File: src/rtl/sprite_alpha_trim_and_pivot_macros.svh
// Assertion macros shared by the sprite trim and pivot RTL.
// Each macro expects signals named clk and rst in the module that uses it.
`ifndef SPRITE_ALPHA_TRIM_AND_PIVOT_MACROS_SVH
`define SPRITE_ALPHA_TRIM_AND_PIVOT_MACROS_SVH

// Same-cycle implication, checked outside reset.
`define SATP_ASSERT_NOW(label, ante, cons, msg) \
  label: assert property (@(posedge clk) disable iff (rst) (ante) |-> (cons)) else $error(msg);

// Next-cycle implication, checked outside reset.
`define SATP_ASSERT_NEXT(label, ante, cons, msg) \
  label: assert property (@(posedge clk) disable iff (rst) (ante) |=> (cons)) else $error(msg);

`endif

File: src/rtl/satp_pkg.sv
// Shared types and constants for the sprite alpha trim and pivot block.
// No dependencies; every RTL module imports this package.
package satp_pkg;

  // Default for the largest supported image dimension.
  localparam int MAX_IMAGE_DIM_DEF = 4096;

  // Field widths fixed by the interface.
  localparam int ALPHA_W  = 8;
  localparam int DIM_W    = 13;
  localparam int COORD_W  = 12;
  localparam int PIVOT_W  = 16;
  localparam int STATUS_W = 2;
  localparam int MODE_W   = 2;

  // Configuration port.
  localparam int CFG_IDX_W  = 3;
  localparam int CFG_DATA_W = 16;

  localparam logic [CFG_IDX_W-1:0] CFG_PIVOT_MODE    = 3'd0;
  localparam logic [CFG_IDX_W-1:0] CFG_IMAGE_WIDTH   = 3'd1;
  localparam logic [CFG_IDX_W-1:0] CFG_TEX_W_LIMIT   = 3'd2;
  localparam logic [CFG_IDX_W-1:0] CFG_TEX_H_LIMIT   = 3'd3;
  localparam logic [CFG_IDX_W-1:0] CFG_GIVEN_PIVOT_X = 3'd4;
  localparam logic [CFG_IDX_W-1:0] CFG_GIVEN_PIVOT_Y = 3'd5;

  // Register values after reset.
  localparam logic [MODE_W-1:0] RST_PIVOT_MODE = 2'd0;
  localparam logic [DIM_W-1:0]  RST_DIM        = 13'd256;

  // Pivot modes.
  localparam logic [MODE_W-1:0] PM_GIVEN     = 2'd0;
  localparam logic [MODE_W-1:0] PM_BRICKS    = 2'd1;
  localparam logic [MODE_W-1:0] PM_LOWER_MID = 2'd2;

  // Result status codes.
  localparam logic [STATUS_W-1:0] ST_ACCEPTED  = 2'd0;
  localparam logic [STATUS_W-1:0] ST_EMPTY     = 2'd1;
  localparam logic [STATUS_W-1:0] ST_TOO_LARGE = 2'd2;

  // One incoming pixel.
  typedef struct packed {
    logic [ALPHA_W-1:0] alpha;
    logic               end_of_image;
  } pixel_t;

  // One trim result.
  typedef struct packed {
    logic [STATUS_W-1:0]       status;
    logic [COORD_W-1:0]        box_left;
    logic [COORD_W-1:0]        box_top;
    logic [DIM_W-1:0]          box_width;
    logic [DIM_W-1:0]          box_height;
    logic signed [PIVOT_W-1:0] pivot_x;
    logic signed [PIVOT_W-1:0] pivot_y;
  } result_t;

  // Current configuration register contents.
  typedef struct packed {
    logic [MODE_W-1:0]         pivot_mode;
    logic [DIM_W-1:0]          image_width;
    logic [DIM_W-1:0]          texture_width_limit;
    logic [DIM_W-1:0]          texture_height_limit;
    logic signed [PIVOT_W-1:0] given_pivot_x;
    logic signed [PIVOT_W-1:0] given_pivot_y;
  } cfg_t;

endpackage

File: src/rtl/satp_cfg.sv
// Configuration register file for the sprite trim and pivot block.
// Depends on satp_pkg for the register indexes, reset values and cfg_t.
module satp_cfg
  import satp_pkg::*;
(
  input  logic                  clk,
  input  logic                  rst,
  input  logic                  cfg_valid,
  output logic                  cfg_ready,
  input  logic [CFG_IDX_W-1:0]  cfg_index,
  input  logic [CFG_DATA_W-1:0] cfg_data,
  output cfg_t                  cfg
);

  // Writes are always taken; an index beyond the list is dropped.
  assign cfg_ready = 1'b1;

  // Register writes, each register keeping the low bits of the data.
  always_ff @(posedge clk) begin
    if (rst) begin
      cfg.pivot_mode           <= RST_PIVOT_MODE;
      cfg.image_width          <= RST_DIM;
      cfg.texture_width_limit  <= RST_DIM;
      cfg.texture_height_limit <= RST_DIM;
      cfg.given_pivot_x        <= '0;
      cfg.given_pivot_y        <= '0;
    end else if (cfg_valid && cfg_ready) begin
      unique case (cfg_index)
        CFG_PIVOT_MODE:    cfg.pivot_mode           <= cfg_data[MODE_W-1:0];
        CFG_IMAGE_WIDTH:   cfg.image_width          <= cfg_data[DIM_W-1:0];
        CFG_TEX_W_LIMIT:   cfg.texture_width_limit  <= cfg_data[DIM_W-1:0];
        CFG_TEX_H_LIMIT:   cfg.texture_height_limit <= cfg_data[DIM_W-1:0];
        CFG_GIVEN_PIVOT_X: cfg.given_pivot_x        <= cfg_data;
        CFG_GIVEN_PIVOT_Y: cfg.given_pivot_y        <= cfg_data;
        default: ;
      endcase
    end
  end

endmodule

File: src/rtl/satp_track.sv
// Pixel input register, raster counters and bounding box tracking.
// Depends on satp_pkg and on the assertion macros header.
`include "sprite_alpha_trim_and_pivot_macros.svh"
module satp_track
  import satp_pkg::*;
#(
  parameter int MAX_IMAGE_DIM = MAX_IMAGE_DIM_DEF,
  parameter int CW            = $clog2(MAX_IMAGE_DIM),
  parameter int EW            = CW + 1
)
(
  input  logic          clk,
  input  logic          rst,
  input  logic          pix_valid,
  output logic          pix_stall,
  input  pixel_t        pix,
  input  cfg_t          cfg,
  input  logic          out_free,
  output logic          fire,
  output logic          upd_has,
  output logic [CW-1:0] upd_min_col,
  output logic [CW-1:0] upd_max_col,
  output logic [CW-1:0] upd_min_row,
  output logic [CW-1:0] upd_max_row,
  output logic [CW-1:0] upd_brick_row,
  output logic [EW-1:0] w_eff
);

  localparam int XW = (EW > DIM_W) ? EW : DIM_W;

  logic          s1_valid;
  pixel_t        s1_pix;
  logic          s1_go;
  logic          accept;
  logic          opaque;

  logic [CW-1:0] column_count;
  logic [CW-1:0] row_count;
  logic [CW-1:0] min_column;
  logic [CW-1:0] max_column;
  logic [CW-1:0] min_row;
  logic [CW-1:0] max_row;
  logic          has_content;
  logic [CW-1:0] brick_pivot_row;

  logic [XW-1:0] w_ext;
  logic [XW-1:0] w_clamp;
  logic [EW-1:0] col_inc;
  logic          wrap;
  logic [CW-1:0] column_count_next;
  logic [CW-1:0] row_count_next;

  // The held pixel moves on unless it ends an image and the result slot is busy.
  assign s1_go     = s1_valid && (!s1_pix.end_of_image || out_free);
  assign pix_stall = s1_valid && !s1_go;
  assign accept    = pix_valid && !pix_stall;
  assign fire      = s1_go && s1_pix.end_of_image;

  // Input register control.
  always_ff @(posedge clk) begin
    if (rst) begin
      s1_valid <= 1'b0;
    end else if (accept) begin
      s1_valid <= 1'b1;
    end else if (s1_go) begin
      s1_valid <= 1'b0;
    end
  end

  // Input register payload.
  always_ff @(posedge clk) begin
    if (accept) begin
      s1_pix <= pix;
    end
  end

  // Effective width: zero acts as one, and the width is capped at the maximum.
  assign w_ext = XW'(cfg.image_width);
  always_comb begin
    if (w_ext == '0) begin
      w_clamp = XW'(1);
    end else if (w_ext > XW'(MAX_IMAGE_DIM)) begin
      w_clamp = XW'(MAX_IMAGE_DIM);
    end else begin
      w_clamp = w_ext;
    end
  end
  assign w_eff = w_clamp[EW-1:0];

  // Raster counters; the row count saturates at the last row.
  assign col_inc = {1'b0, column_count} + EW'(1);
  assign wrap    = (col_inc >= w_eff);
  always_comb begin
    if (wrap) begin
      column_count_next = '0;
      if (row_count != CW'(MAX_IMAGE_DIM - 1)) begin
        row_count_next = row_count + CW'(1);
      end else begin
        row_count_next = row_count;
      end
    end else begin
      column_count_next = col_inc[CW-1:0];
      row_count_next    = row_count;
    end
  end

  // Bounding box update with the held pixel.
  assign opaque = (s1_pix.alpha != '0);
  always_comb begin
    upd_has       = has_content;
    upd_min_col   = min_column;
    upd_max_col   = max_column;
    upd_min_row   = min_row;
    upd_max_row   = max_row;
    upd_brick_row = brick_pivot_row;
    if (opaque) begin
      upd_has = 1'b1;
      if (!has_content || column_count < min_column) begin
        upd_min_col   = column_count;
        upd_brick_row = row_count;
      end else if (column_count == min_column) begin
        upd_brick_row = row_count;
      end
      if (!has_content || column_count > max_column) begin
        upd_max_col = column_count;
      end
      if (!has_content || row_count < min_row) begin
        upd_min_row = row_count;
      end
      if (!has_content || row_count > max_row) begin
        upd_max_row = row_count;
      end
    end
  end

  // Tracking state; it clears after the last pixel of each image.
  always_ff @(posedge clk) begin
    if (rst || fire) begin
      column_count    <= '0;
      row_count       <= '0;
      min_column      <= '1;
      max_column      <= '0;
      min_row         <= '1;
      max_row         <= '0;
      has_content     <= 1'b0;
      brick_pivot_row <= '0;
    end else if (s1_go) begin
      column_count    <= column_count_next;
      row_count       <= row_count_next;
      min_column      <= upd_min_col;
      max_column      <= upd_max_col;
      min_row         <= upd_min_row;
      max_row         <= upd_max_row;
      has_content     <= upd_has;
      brick_pivot_row <= upd_brick_row;
    end
  end

  `SATP_ASSERT_NEXT(a_clear_after_last, fire, !has_content && column_count == '0 && row_count == '0, "tracking state not cleared after the last pixel")
  `SATP_ASSERT_NEXT(a_held_pixel_kept, s1_valid && !s1_go, s1_valid && $stable(s1_pix), "held pixel lost while the result slot was busy")

endmodule

File: src/rtl/satp_result.sv
// Result computation and output register of the sprite trim and pivot block.
// Depends on satp_pkg and on the assertion macros header.
`include "sprite_alpha_trim_and_pivot_macros.svh"
module satp_result
  import satp_pkg::*;
#(
  parameter int MAX_IMAGE_DIM = MAX_IMAGE_DIM_DEF,
  parameter int CW            = $clog2(MAX_IMAGE_DIM),
  parameter int EW            = CW + 1
)
(
  input  logic          clk,
  input  logic          rst,
  input  logic          fire,
  input  logic          upd_has,
  input  logic [CW-1:0] upd_min_col,
  input  logic [CW-1:0] upd_max_col,
  input  logic [CW-1:0] upd_min_row,
  input  logic [CW-1:0] upd_max_row,
  input  logic [CW-1:0] upd_brick_row,
  input  logic [EW-1:0] w_eff,
  input  cfg_t          cfg,
  output logic          out_free,
  output logic          res_valid,
  input  logic          res_stall,
  output result_t       res
);

  localparam int XW = (EW > DIM_W) ? EW : DIM_W;

  logic [EW-1:0] bw;
  logic [EW-1:0] bh;
  logic          too_large;
  logic [31:0]   left32;
  logic [31:0]   top32;
  logic [31:0]   bw32;
  logic [31:0]   bh32;
  logic [31:0]   px32;
  logic [31:0]   py32;
  result_t       res_next;

  // The slot can take a new transaction when empty or when it drains now.
  assign out_free = !res_valid || !res_stall;

  // Box size and the texture limit check.
  assign bw = {1'b0, upd_max_col} - {1'b0, upd_min_col} + EW'(1);
  assign bh = {1'b0, upd_max_row} - {1'b0, upd_min_row} + EW'(1);
  assign too_large = (XW'(bw) > XW'(cfg.texture_width_limit))
                  || (XW'(bh) > XW'(cfg.texture_height_limit));

  assign left32 = 32'(upd_min_col);
  assign top32  = 32'(upd_min_row);
  assign bw32   = 32'(bw);
  assign bh32   = 32'(bh);

  // Pivot selection; the unused mode code falls back to the given pivot.
  always_comb begin
    unique case (cfg.pivot_mode)
      PM_BRICKS: begin
        px32 = 32'(upd_min_col);
        py32 = 32'(upd_brick_row);
      end
      PM_LOWER_MID: begin
        px32 = 32'(w_eff >> 1);
        py32 = 32'(upd_max_row);
      end
      default: begin
        px32 = 32'(unsigned'(cfg.given_pivot_x));
        py32 = 32'(unsigned'(cfg.given_pivot_y));
      end
    endcase
  end

  // An empty image reports zeros in every field but the status.
  always_comb begin
    res_next = '0;
    if (!upd_has) begin
      res_next.status = ST_EMPTY;
    end else begin
      res_next.status     = too_large ? ST_TOO_LARGE : ST_ACCEPTED;
      res_next.box_left   = left32[COORD_W-1:0];
      res_next.box_top    = top32[COORD_W-1:0];
      res_next.box_width  = bw32[DIM_W-1:0];
      res_next.box_height = bh32[DIM_W-1:0];
      res_next.pivot_x    = px32[PIVOT_W-1:0];
      res_next.pivot_y    = py32[PIVOT_W-1:0];
    end
  end

  // Output register control.
  always_ff @(posedge clk) begin
    if (rst) begin
      res_valid <= 1'b0;
    end else if (fire) begin
      res_valid <= 1'b1;
    end else if (!res_stall) begin
      res_valid <= 1'b0;
    end
  end

  // Output register payload.
  always_ff @(posedge clk) begin
    if (fire) begin
      res <= res_next;
    end
  end

  `SATP_ASSERT_NOW(a_no_overwrite, fire, !res_valid || !res_stall, "result overwritten while stalled")
  `SATP_ASSERT_NOW(a_empty_zero, res_valid && res.status == ST_EMPTY, res.box_width == '0 && res.box_height == '0 && res.pivot_x == '0 && res.pivot_y == '0, "empty result carries nonzero fields")

endmodule

File: src/rtl/sprite_alpha_trim_and_pivot.sv
// Sprite alpha trim and pivot: bounding box of opaque pixels and pivot point.
// A last pixel passes the input register; its result goes to the output register.
// Throughput: one pixel per cycle; the tracker updates its box as a pixel moves on.
// The result register drains at the consumer's pace; a stalled result holds
// back only a last pixel. Synchronous reset clears the handshake state, the
// box tracking state and the configuration registers to their defaults.
module sprite_alpha_trim_and_pivot
  import satp_pkg::*;
#(
  parameter int MAX_IMAGE_DIM = MAX_IMAGE_DIM_DEF
)
(
  input  logic                  clk,
  input  logic                  rst,
  input  logic                  pix_valid,
  output logic                  pix_stall,
  input  pixel_t                pix,
  output logic                  res_valid,
  input  logic                  res_stall,
  output result_t               res,
  input  logic                  cfg_valid,
  output logic                  cfg_ready,
  input  logic [CFG_IDX_W-1:0]  cfg_index,
  input  logic [CFG_DATA_W-1:0] cfg_data
);

  localparam int CW = $clog2(MAX_IMAGE_DIM);
  localparam int EW = CW + 1;

  cfg_t          cfg;
  logic          out_free;
  logic          fire;
  logic          upd_has;
  logic [CW-1:0] upd_min_col;
  logic [CW-1:0] upd_max_col;
  logic [CW-1:0] upd_min_row;
  logic [CW-1:0] upd_max_row;
  logic [CW-1:0] upd_brick_row;
  logic [EW-1:0] w_eff;

  // Configuration registers.
  satp_cfg u_cfg (
    .clk       (clk),
    .rst       (rst),
    .cfg_valid (cfg_valid),
    .cfg_ready (cfg_ready),
    .cfg_index (cfg_index),
    .cfg_data  (cfg_data),
    .cfg       (cfg)
  );

  // Input register and box tracking.
  satp_track #(
    .MAX_IMAGE_DIM (MAX_IMAGE_DIM),
    .CW            (CW),
    .EW            (EW)
  ) u_track (
    .clk           (clk),
    .rst           (rst),
    .pix_valid     (pix_valid),
    .pix_stall     (pix_stall),
    .pix           (pix),
    .cfg           (cfg),
    .out_free      (out_free),
    .fire          (fire),
    .upd_has       (upd_has),
    .upd_min_col   (upd_min_col),
    .upd_max_col   (upd_max_col),
    .upd_min_row   (upd_min_row),
    .upd_max_row   (upd_max_row),
    .upd_brick_row (upd_brick_row),
    .w_eff         (w_eff)
  );

  // Result formatting and output register.
  satp_result #(
    .MAX_IMAGE_DIM (MAX_IMAGE_DIM),
    .CW            (CW),
    .EW            (EW)
  ) u_result (
    .clk           (clk),
    .rst           (rst),
    .fire          (fire),
    .upd_has       (upd_has),
    .upd_min_col   (upd_min_col),
    .upd_max_col   (upd_max_col),
    .upd_min_row   (upd_min_row),
    .upd_max_row   (upd_max_row),
    .upd_brick_row (upd_brick_row),
    .w_eff         (w_eff),
    .cfg           (cfg),
    .out_free      (out_free),
    .res_valid     (res_valid),
    .res_stall     (res_stall),
    .res           (res)
  );

endmodule
File: config.mk
export PLATFORM = sky130hd
export DESIGN_NAME = sprite_alpha_trim_and_pivot
export DESIGN_NICKNAME = d
export VERILOG_FILES = /design/src/rtl/satp_pkg.sv /design/src/rtl/satp_cfg.sv /design/src/rtl/satp_track.sv /design/src/rtl/satp_result.sv /design/src/rtl/sprite_alpha_trim_and_pivot.sv
export VERILOG_INCLUDE_DIRS = /design/src /design/src/rtl
export SDC_FILE = /design/constraint.sdc
export NUM_CORES = 1
export LEC_CHECK = 0
export BUFFER_PORTS_ARGS = -buffer_cell sky130_fd_sc_hd__buf_2
export CAP_MARGIN = 20
export CORE_ASPECT_RATIO = 0.7
export CORE_MARGIN = 2
export CORE_UTILIZATION = 50
export DETAILED_ROUTE_END_ITERATION = 10
export PLACE_DENSITY = 0.71
export REMOVE_ABC_BUFFERS = 1
export SLEW_MARGIN = 20
export SYNTH_ARGS = -nofsm -noshare
export SYNTH_HDL_FRONTEND = slang
export SYNTH_HIERARCHICAL = 1
export SYNTH_SLANG_ARGS = --single-unit
File: constraint.sdc
create_clock -name clk -period 5.6 [get_ports clk]
set_clock_uncertainty 0.15 [all_clocks]
set_input_delay 0.56 -clock clk [delete_from_list [all_inputs] [get_ports clk]]
set_output_delay 0.56 -clock clk [all_outputs]
set_load 0.02 [all_outputs]
== After elaboration in Yosys (flattened, before gate mapping) ==
Index checks and enable logic that the tools add are counted.
Widths: inputs -> output; s select.

* Output and inout port bits: 87
* Bits in registers: 253
* Bits of input ports: 33
* Logic and storage cells: 100

* Add/sub/neg operators: 6
* Eq/ne operators: 10
* Reduce and logical (&&, ||, !) cells: 29
* $lt $le $gt $ge: 8
* Mux-type cells: 22

{| class="wikitable"
|+ Operators with widths
! operator !! number
|-
| $mux 12 || 12
|-
| $pmux 16 s2 || 2
|-
| $add 13x1->13 const B || 2
|-
| $gt 13x13->1 || 2
|-
| $mux 13 || 2
|-
| $sub 12x12->13 || 2
|-
| $gt 12x12->1 || 2
|-
| $lt 12x12->1 || 2
|-
| $add 12x1->13 const B || 1
|-
| $ge 13x13->1 || 1
|-
| $gt 13x13->1 const B || 1
|-
| $logic_not 13->1 || 1
|-
| $add 12x1->12 const B || 1
|-
| $eq 12x12->1 || 1
|-
| $ne 12x12->1 const B || 1
|-
| $reduce_and 2->1 || 6
|-
| $logic_or 1x1->1 || 8
|-
| $reduce_bool 8->1 || 1
|-
| $eq 3x2->1 const B || 2
|-
| $eq 3x3->1 const B || 2
|-
| $logic_not 1->1 || 6
|-
| $mux 1 || 5
|-
| $logic_and 1x1->1 || 4
|-
| $eq 3x1->1 const B || 1
|-
| 7 further kinds || 7
|}

== Logic depth before layout (Yosys ltp) ==
* Depth after elaboration: 9
* Depth in mapped cells: 27
* Depth with buffers taken out: 26

== Hierarchy ==
Netlist, hierarchy kept.

{| class="wikitable"
|+ By module, submodules not included
! module !! cells each !! instances !! area each (um^2) !! seq. area each (um^2)
|-
| satp_track || 736 || 1 || 6,218.5 || 1,991.9
|-
| satp_result || 535 || 1 || 5,472.7 || 2,542.4
|-
| satp_cfg || 264 || 1 || 2,951.6 || 1,461.4
|}

== Worst setup path after synthesis ==
No wires, ideal clock.

* Path kind: reg-to-reg
* From: register u_track.column_count[10]
* To: register u_result/res[83] (netlist name)
* Buffers on the path: 1
* Data required time: 5.182 ns
* Period minus slack after synthesis: 5.342 ns
* Library setup time: 0.268 ns
* Arrival: 4.923 ns
* Cell stages (with the launch flop): 24
* Path slack: 0.258 ns
* Cells stage by stage: dfxtp_1 -> ha_1 -> nand2_1 -> o21ai_2 -> a2111o_1 -> o221a_4 -> nor2_2 -> buf_6 -> mux2_2 -> ha_1 -> inv_1 -> ha_1 -> fa_1 -> a21o_1 -> a21oi_1 -> o21ai_1 -> a221oi_1 -> xnor2_1 -> ha_1 -> a21o_1 -> a21oi_1 -> o21ai_0 -> o211ai_1 -> o31ai_1

* Longest elaborated chain between the ends: 9
* Elaborated cells on any way between the ends: 13
* Those cells by class: add/sub: 2; order compare: 3; mux: 5; reduce/logical: 3

{| class="wikitable"
|+ Ends and longest elaborated chain
! item !! RTL line !! text
|-
| start: declaration || satp_track.sv:37 || <nowiki>logic [CW-1:0] column_count;</nowiki>
|-
| start signal: assignment || satp_track.sv:148 || <nowiki>column_count <= column_count_next;</nowiki>
|-
| $lt 12x12->1 || satp_track.sv:118 || <nowiki>if (!has_content || column_count < min_column) begin</nowiki>
|-
| $logic_or 1x1->1 || satp_track.sv:118 ||
|-
| $mux 12 || satp_track.sv:118 ||
|-
| $mux 12 || satp_track.sv:116 || <nowiki>if (opaque) begin</nowiki>
|-
| net upd_min_col[1] || sprite_alpha_trim_and_pivot.sv:34 || <nowiki>logic [CW-1:0] upd_min_col;</nowiki>
|-
| $sub 12x12->13 || satp_result.sv:46 || <nowiki>assign bw = {1'b0, upd_max_col} - {1'b0, upd_min_col} + EW'(1);</nowiki>
|-
| $add 13x1->13 || satp_result.sv:46 ||
|-
| net u_result.bw[11] || satp_result.sv:31 || <nowiki>logic [EW-1:0] bw;</nowiki>
|-
| $gt 13x13->1 || satp_result.sv:48 || <nowiki>assign too_large = (XW'(bw) > XW'(cfg.texture_width_limit))</nowiki>
|-
| $logic_or 1x1->1 || satp_result.sv:49 || <nowiki>|| (XW'(bh) > XW'(cfg.texture_height_limit));</nowiki>
|-
| $mux 2 || satp_result.sv:80 || <nowiki>res_next.status = too_large ? ST_TOO_LARGE : ST_ACCEPTED;</nowiki>
|}

The timed path passes the listed nets, and every way through them passes these cells.
A chain may end at the register's enable or synchronous reset.

== Worst setup path after layout ==
* From: register u_track.min_column[6]
* To: register u_result/res[83] (netlist name)

* Longest elaborated chain between the ends: 9

{| class="wikitable"
|+ Ends and longest elaborated chain
! item !! RTL line !! text
|-
| start: declaration || satp_track.sv:39 || <nowiki>logic [CW-1:0] min_column;</nowiki>
|-
| start signal: assignment || satp_track.sv:150 || <nowiki>min_column <= upd_min_col;</nowiki>
|-
| $lt 12x12->1 || satp_track.sv:118 ||
|-
| $logic_or 1x1->1 || satp_track.sv:118 ||
|-
| $mux 12 || satp_track.sv:118 ||
|-
| $mux 12 * || satp_track.sv:116 ||
|-
| net upd_min_col[6] || sprite_alpha_trim_and_pivot.sv:34 ||
|-
| $sub 12x12->13 * || satp_result.sv:46 ||
|-
| $add 13x1->13 * || satp_result.sv:46 ||
|-
| net u_result.bw[12] || satp_result.sv:31 ||
|-
| $gt 13x13->1 * || satp_result.sv:48 ||
|-
| $logic_or 1x1->1 * || satp_result.sv:49 ||
|-
| $mux 2 * || satp_result.sv:80 ||
|}

The timed path passes the listed nets; every way through them passes the cells marked *.

==> flow_summary.yaml <==
floorplan:
  die-height_um: 147
  die_w_um: 209
  rows: 52
  design.core.area_mm2: 0.0289
  initial_utilization_pct: 50.7
  dieArea_mm2: 0.0307
  pin_count: 120
worst_hold_path:
  whs_endpoint: "u_track/s1_pix[2]"
  hold_class: "in2reg"
  hold_start: "pix[2]"
  hold_depth: 1
grt:
  overflow: 0
  antenna_found_initial: 1
  grt_usage_pct: 25.3
  first_global_vias: 11400
  grt_max_degree: 99
  grt_pass1_wl_um: 62100
synth:
  synthFlopType: "dfxtp_1"
  synth.avg_cell_area_um2: 9.54
  yosysTopAreaCell: "dfxtp_1"
  ys_seq_area_share_pct: 40.9
  yosysTopAreaCellShare_pct: 21.9
  synth_edf_count: 93
  netlist_top_cells_count: "dfxtp_1, ha_1, inv_1"
  syn_inst: 1535
  yosysMostFrequentCell: "dfxtp_1"
  ys_ff_latch: 253
  synthDistinctLibCells: 78
  yosysWarnings: 6
  yosys-top-cells-area: "dfxtp_1, edfxtp_1, ha_1, mux2i_1, nand2b_1"
  netlist_area_mm2: 0.0146
  async_flop_share_pct: 0
timing:
  hold_viol_final: 0
  worst_slew_pin_slew_ns: 1.03
  period_needed_ns: 5.47
  min_period_over_period_pct: 97.7
  final_max_slew_viol_count: 0
  setup_violations: 0
  fmax_mhz: 183
  relSlewSlack_pct: 31.0
  timing.hold.ws_ns: 0.0389
place:
  place.detailed.hpwl_um: 28300
  portBuffers: 118
  place_area_mm2: 0.0159
  place.gp.congestion: 0.939
clocking:
  cts_buffer_depth: 3
  clockRootBuffer: "clkbuf_16"
  cts_tree: "done"
  numCtsBuffers: 27
  clk-insertion-delay-late_ns: 0.55
  cts_max_level: 1
  clkTransAtPathRegs_ns: 0.06
  numClockSinks: 253
detailed_routing:
  dr.pass1.iters: 6
  antenna_left: 0
  wl_um: 39800
  drt-vias-per-instance: 5.68
  drt_iter0_markers: 882
  wl_per_cell_um: 19.0
  drc: 0
  vias: 11900
setup_path:
  cp-start-kind: "register"
  rrSetupSlack_ns: 0.13
  end_kind: "register"
  worstPathRequired_ns: 5.70
  timing.rr.start: "u_track/min_column[6]"
  rr_endpoint: "u_result/res[83]"
  path_class: "reg2reg"
  reg2regPathDepth: 24
  cp_max_fo: 5
  arrival_ns: 5.57
power:
  leakage_nw: 7.88
  ir_worst_vdd_uv: 202
  cellPowerDensity_mw_per_mm2: 240
  power_mw: 4.18
layout:
  layout.nets: 1867
  design_area_mm2: 0.0175
  diodes: 0
  areaGrowthSynthToFinish_pct: 19.2
  drive_gt1_share_pct: 23.3
run:
  maxCapViolations: 0
run_status:
  status: "completed"
## area by class of cell
cell class | instances | area [um^2]
tap | 378 | 473
fill | 2409 | 11400
multi-input combinational | 1063 | 8150
inverter | 129 | 484
clock inverter | 15 | 170
timing repair buffer | 222 | 1400
clock buffer | 34 | 753
sequential | 253 | 6020
## registers in the layout, indices dropped and copies added, names as in the netlist
name	count
u_track/has_content	1
u_result/res_valid	1
u_track/s1_valid	1
u_result/res	84
u_track/min_row	12
u_track/column_count	12
u_track/s1_pix	9
u_track/min_column	12
u_track/max_column	12
u_track/brick_pivot_row	12
u_track/row_count	12
u_cfg/cfg	73
u_track/max_row	12
## worst max path at each step
stage	from	slack (ns)	end	cells past startpoint
final	u_track/min_column[6]	0.13	u_result/res[83]	24
after global routing	u_track/column_count[5]	-0.04	u_result/res[83]	23
after CTS	u_track/column_count[10]	0.02	u_result/res[83]	24
after detailed placement	u_track/min_column[9]	-0.22	u_result/res[83]	23
after global placement	u_track/min_column[11]	-0.07	u_result/res[83]	25
after floorplan	res_stall	-0.22	u_track/row_count[3]	6
## what timing repair did
item	CTS	global route
hold buffers	0	0
setup endpoints to repair	1	1
cloned	0	1
gates resized for setup	9	91
buffers inserted	3	13
pin swaps	11	33
## worst max-delay path, stage by stage, from the launching register on
cell and delay [ns]:
dfxtp_1 0.36, inv_1 0.05, ha_1 0.28, nand2_1 0.07, nor2_1 0.05, a2111o_1 0.40
o221a_4 0.28, nor2_4 0.15, buf_4 0.16, buf_4 0.13, mux2_2 0.36, inv_2 0.10
ha_1 0.16, ha_2 0.32, a21o_1 0.17, a21o_1 0.19, a211o_1 0.26, a31oi_1 0.17
xor2_1 0.12, ha_1 0.34, nand3_2 0.12, nor4_2 0.31, nand2_1 0.09, o211ai_1 0.23
o31ai_1 0.14
## layout by cell type, fill, tap and decap left out, types with 63 or more instances in the layout
| cell type | Yosys | routed |
|---|---|---|
| a21oi_1 | 72 | 63 |
| inv_1 | 128 | 124 |
| nand2b_1 | 91 | 91 |
| edfxtp_1 | 93 | 93 |
| buf_2 | 13 | 118 |
| nand2_1 | 105 | 102 |
| ha_1 | 136 | 118 |
| nor2_1 | 119 | 118 |
| mux2i_1 | 103 | 102 |
| nand3_1 | 68 | 65 |
| dfxtp_1 | 160 | 146 |
| buf_4 | 5 | 99 |
## per-stage QoR
step / util (%) / TNS (ns) / worst slack [ns] / std cells
6_report: 60.4 / 0 / 0.128 / 2094
5_1_grt: 60.4 / -0.0427 / -0.0427 / 2094
4_1_cts: 58.6 / 0 / 0.0190 / 2079
3_5_place_dp: 55.2 / -0.222 / -0.222 / 2027
3_3_place_gp: 55.2 / -0.0674 / -0.0674 / 2027
2_1_floorplan: - / -3.77 / -0.217 / 1444
## layer usage
layer  track usage, %  routed length (um)
met2             39.1               17500
met3             4.38                2710
met1             36.8               18500
met4             6.79                1140
met5                0                   0
## kinds of logic after synthesis
logic type               after synthesis  synth area share [%]
adder cells (fa/ha/maj)              138                  11.9
flip-flops                           253                  40.9
other                                  1                0.0256
XOR/XNOR                              31                  1.85
multiplexers                         148                  10.5
buffers and inverters                220                  6.35
AO/OA/AOI/OAI                        261                  11.8
AND/OR/NAND/NOR                      483                  16.6
## report_power, final
group | leakage, nW | switching (mW) | internal, mW
logic | 5.24 | 0.212 | 0.129
registers | 2.18 | 0.0236 | 1.95
clock network | 0.462 | 0.771 | 1.10
total | 7.88 | 1.01 | 3.18
(Power assumes the default switching activity.)
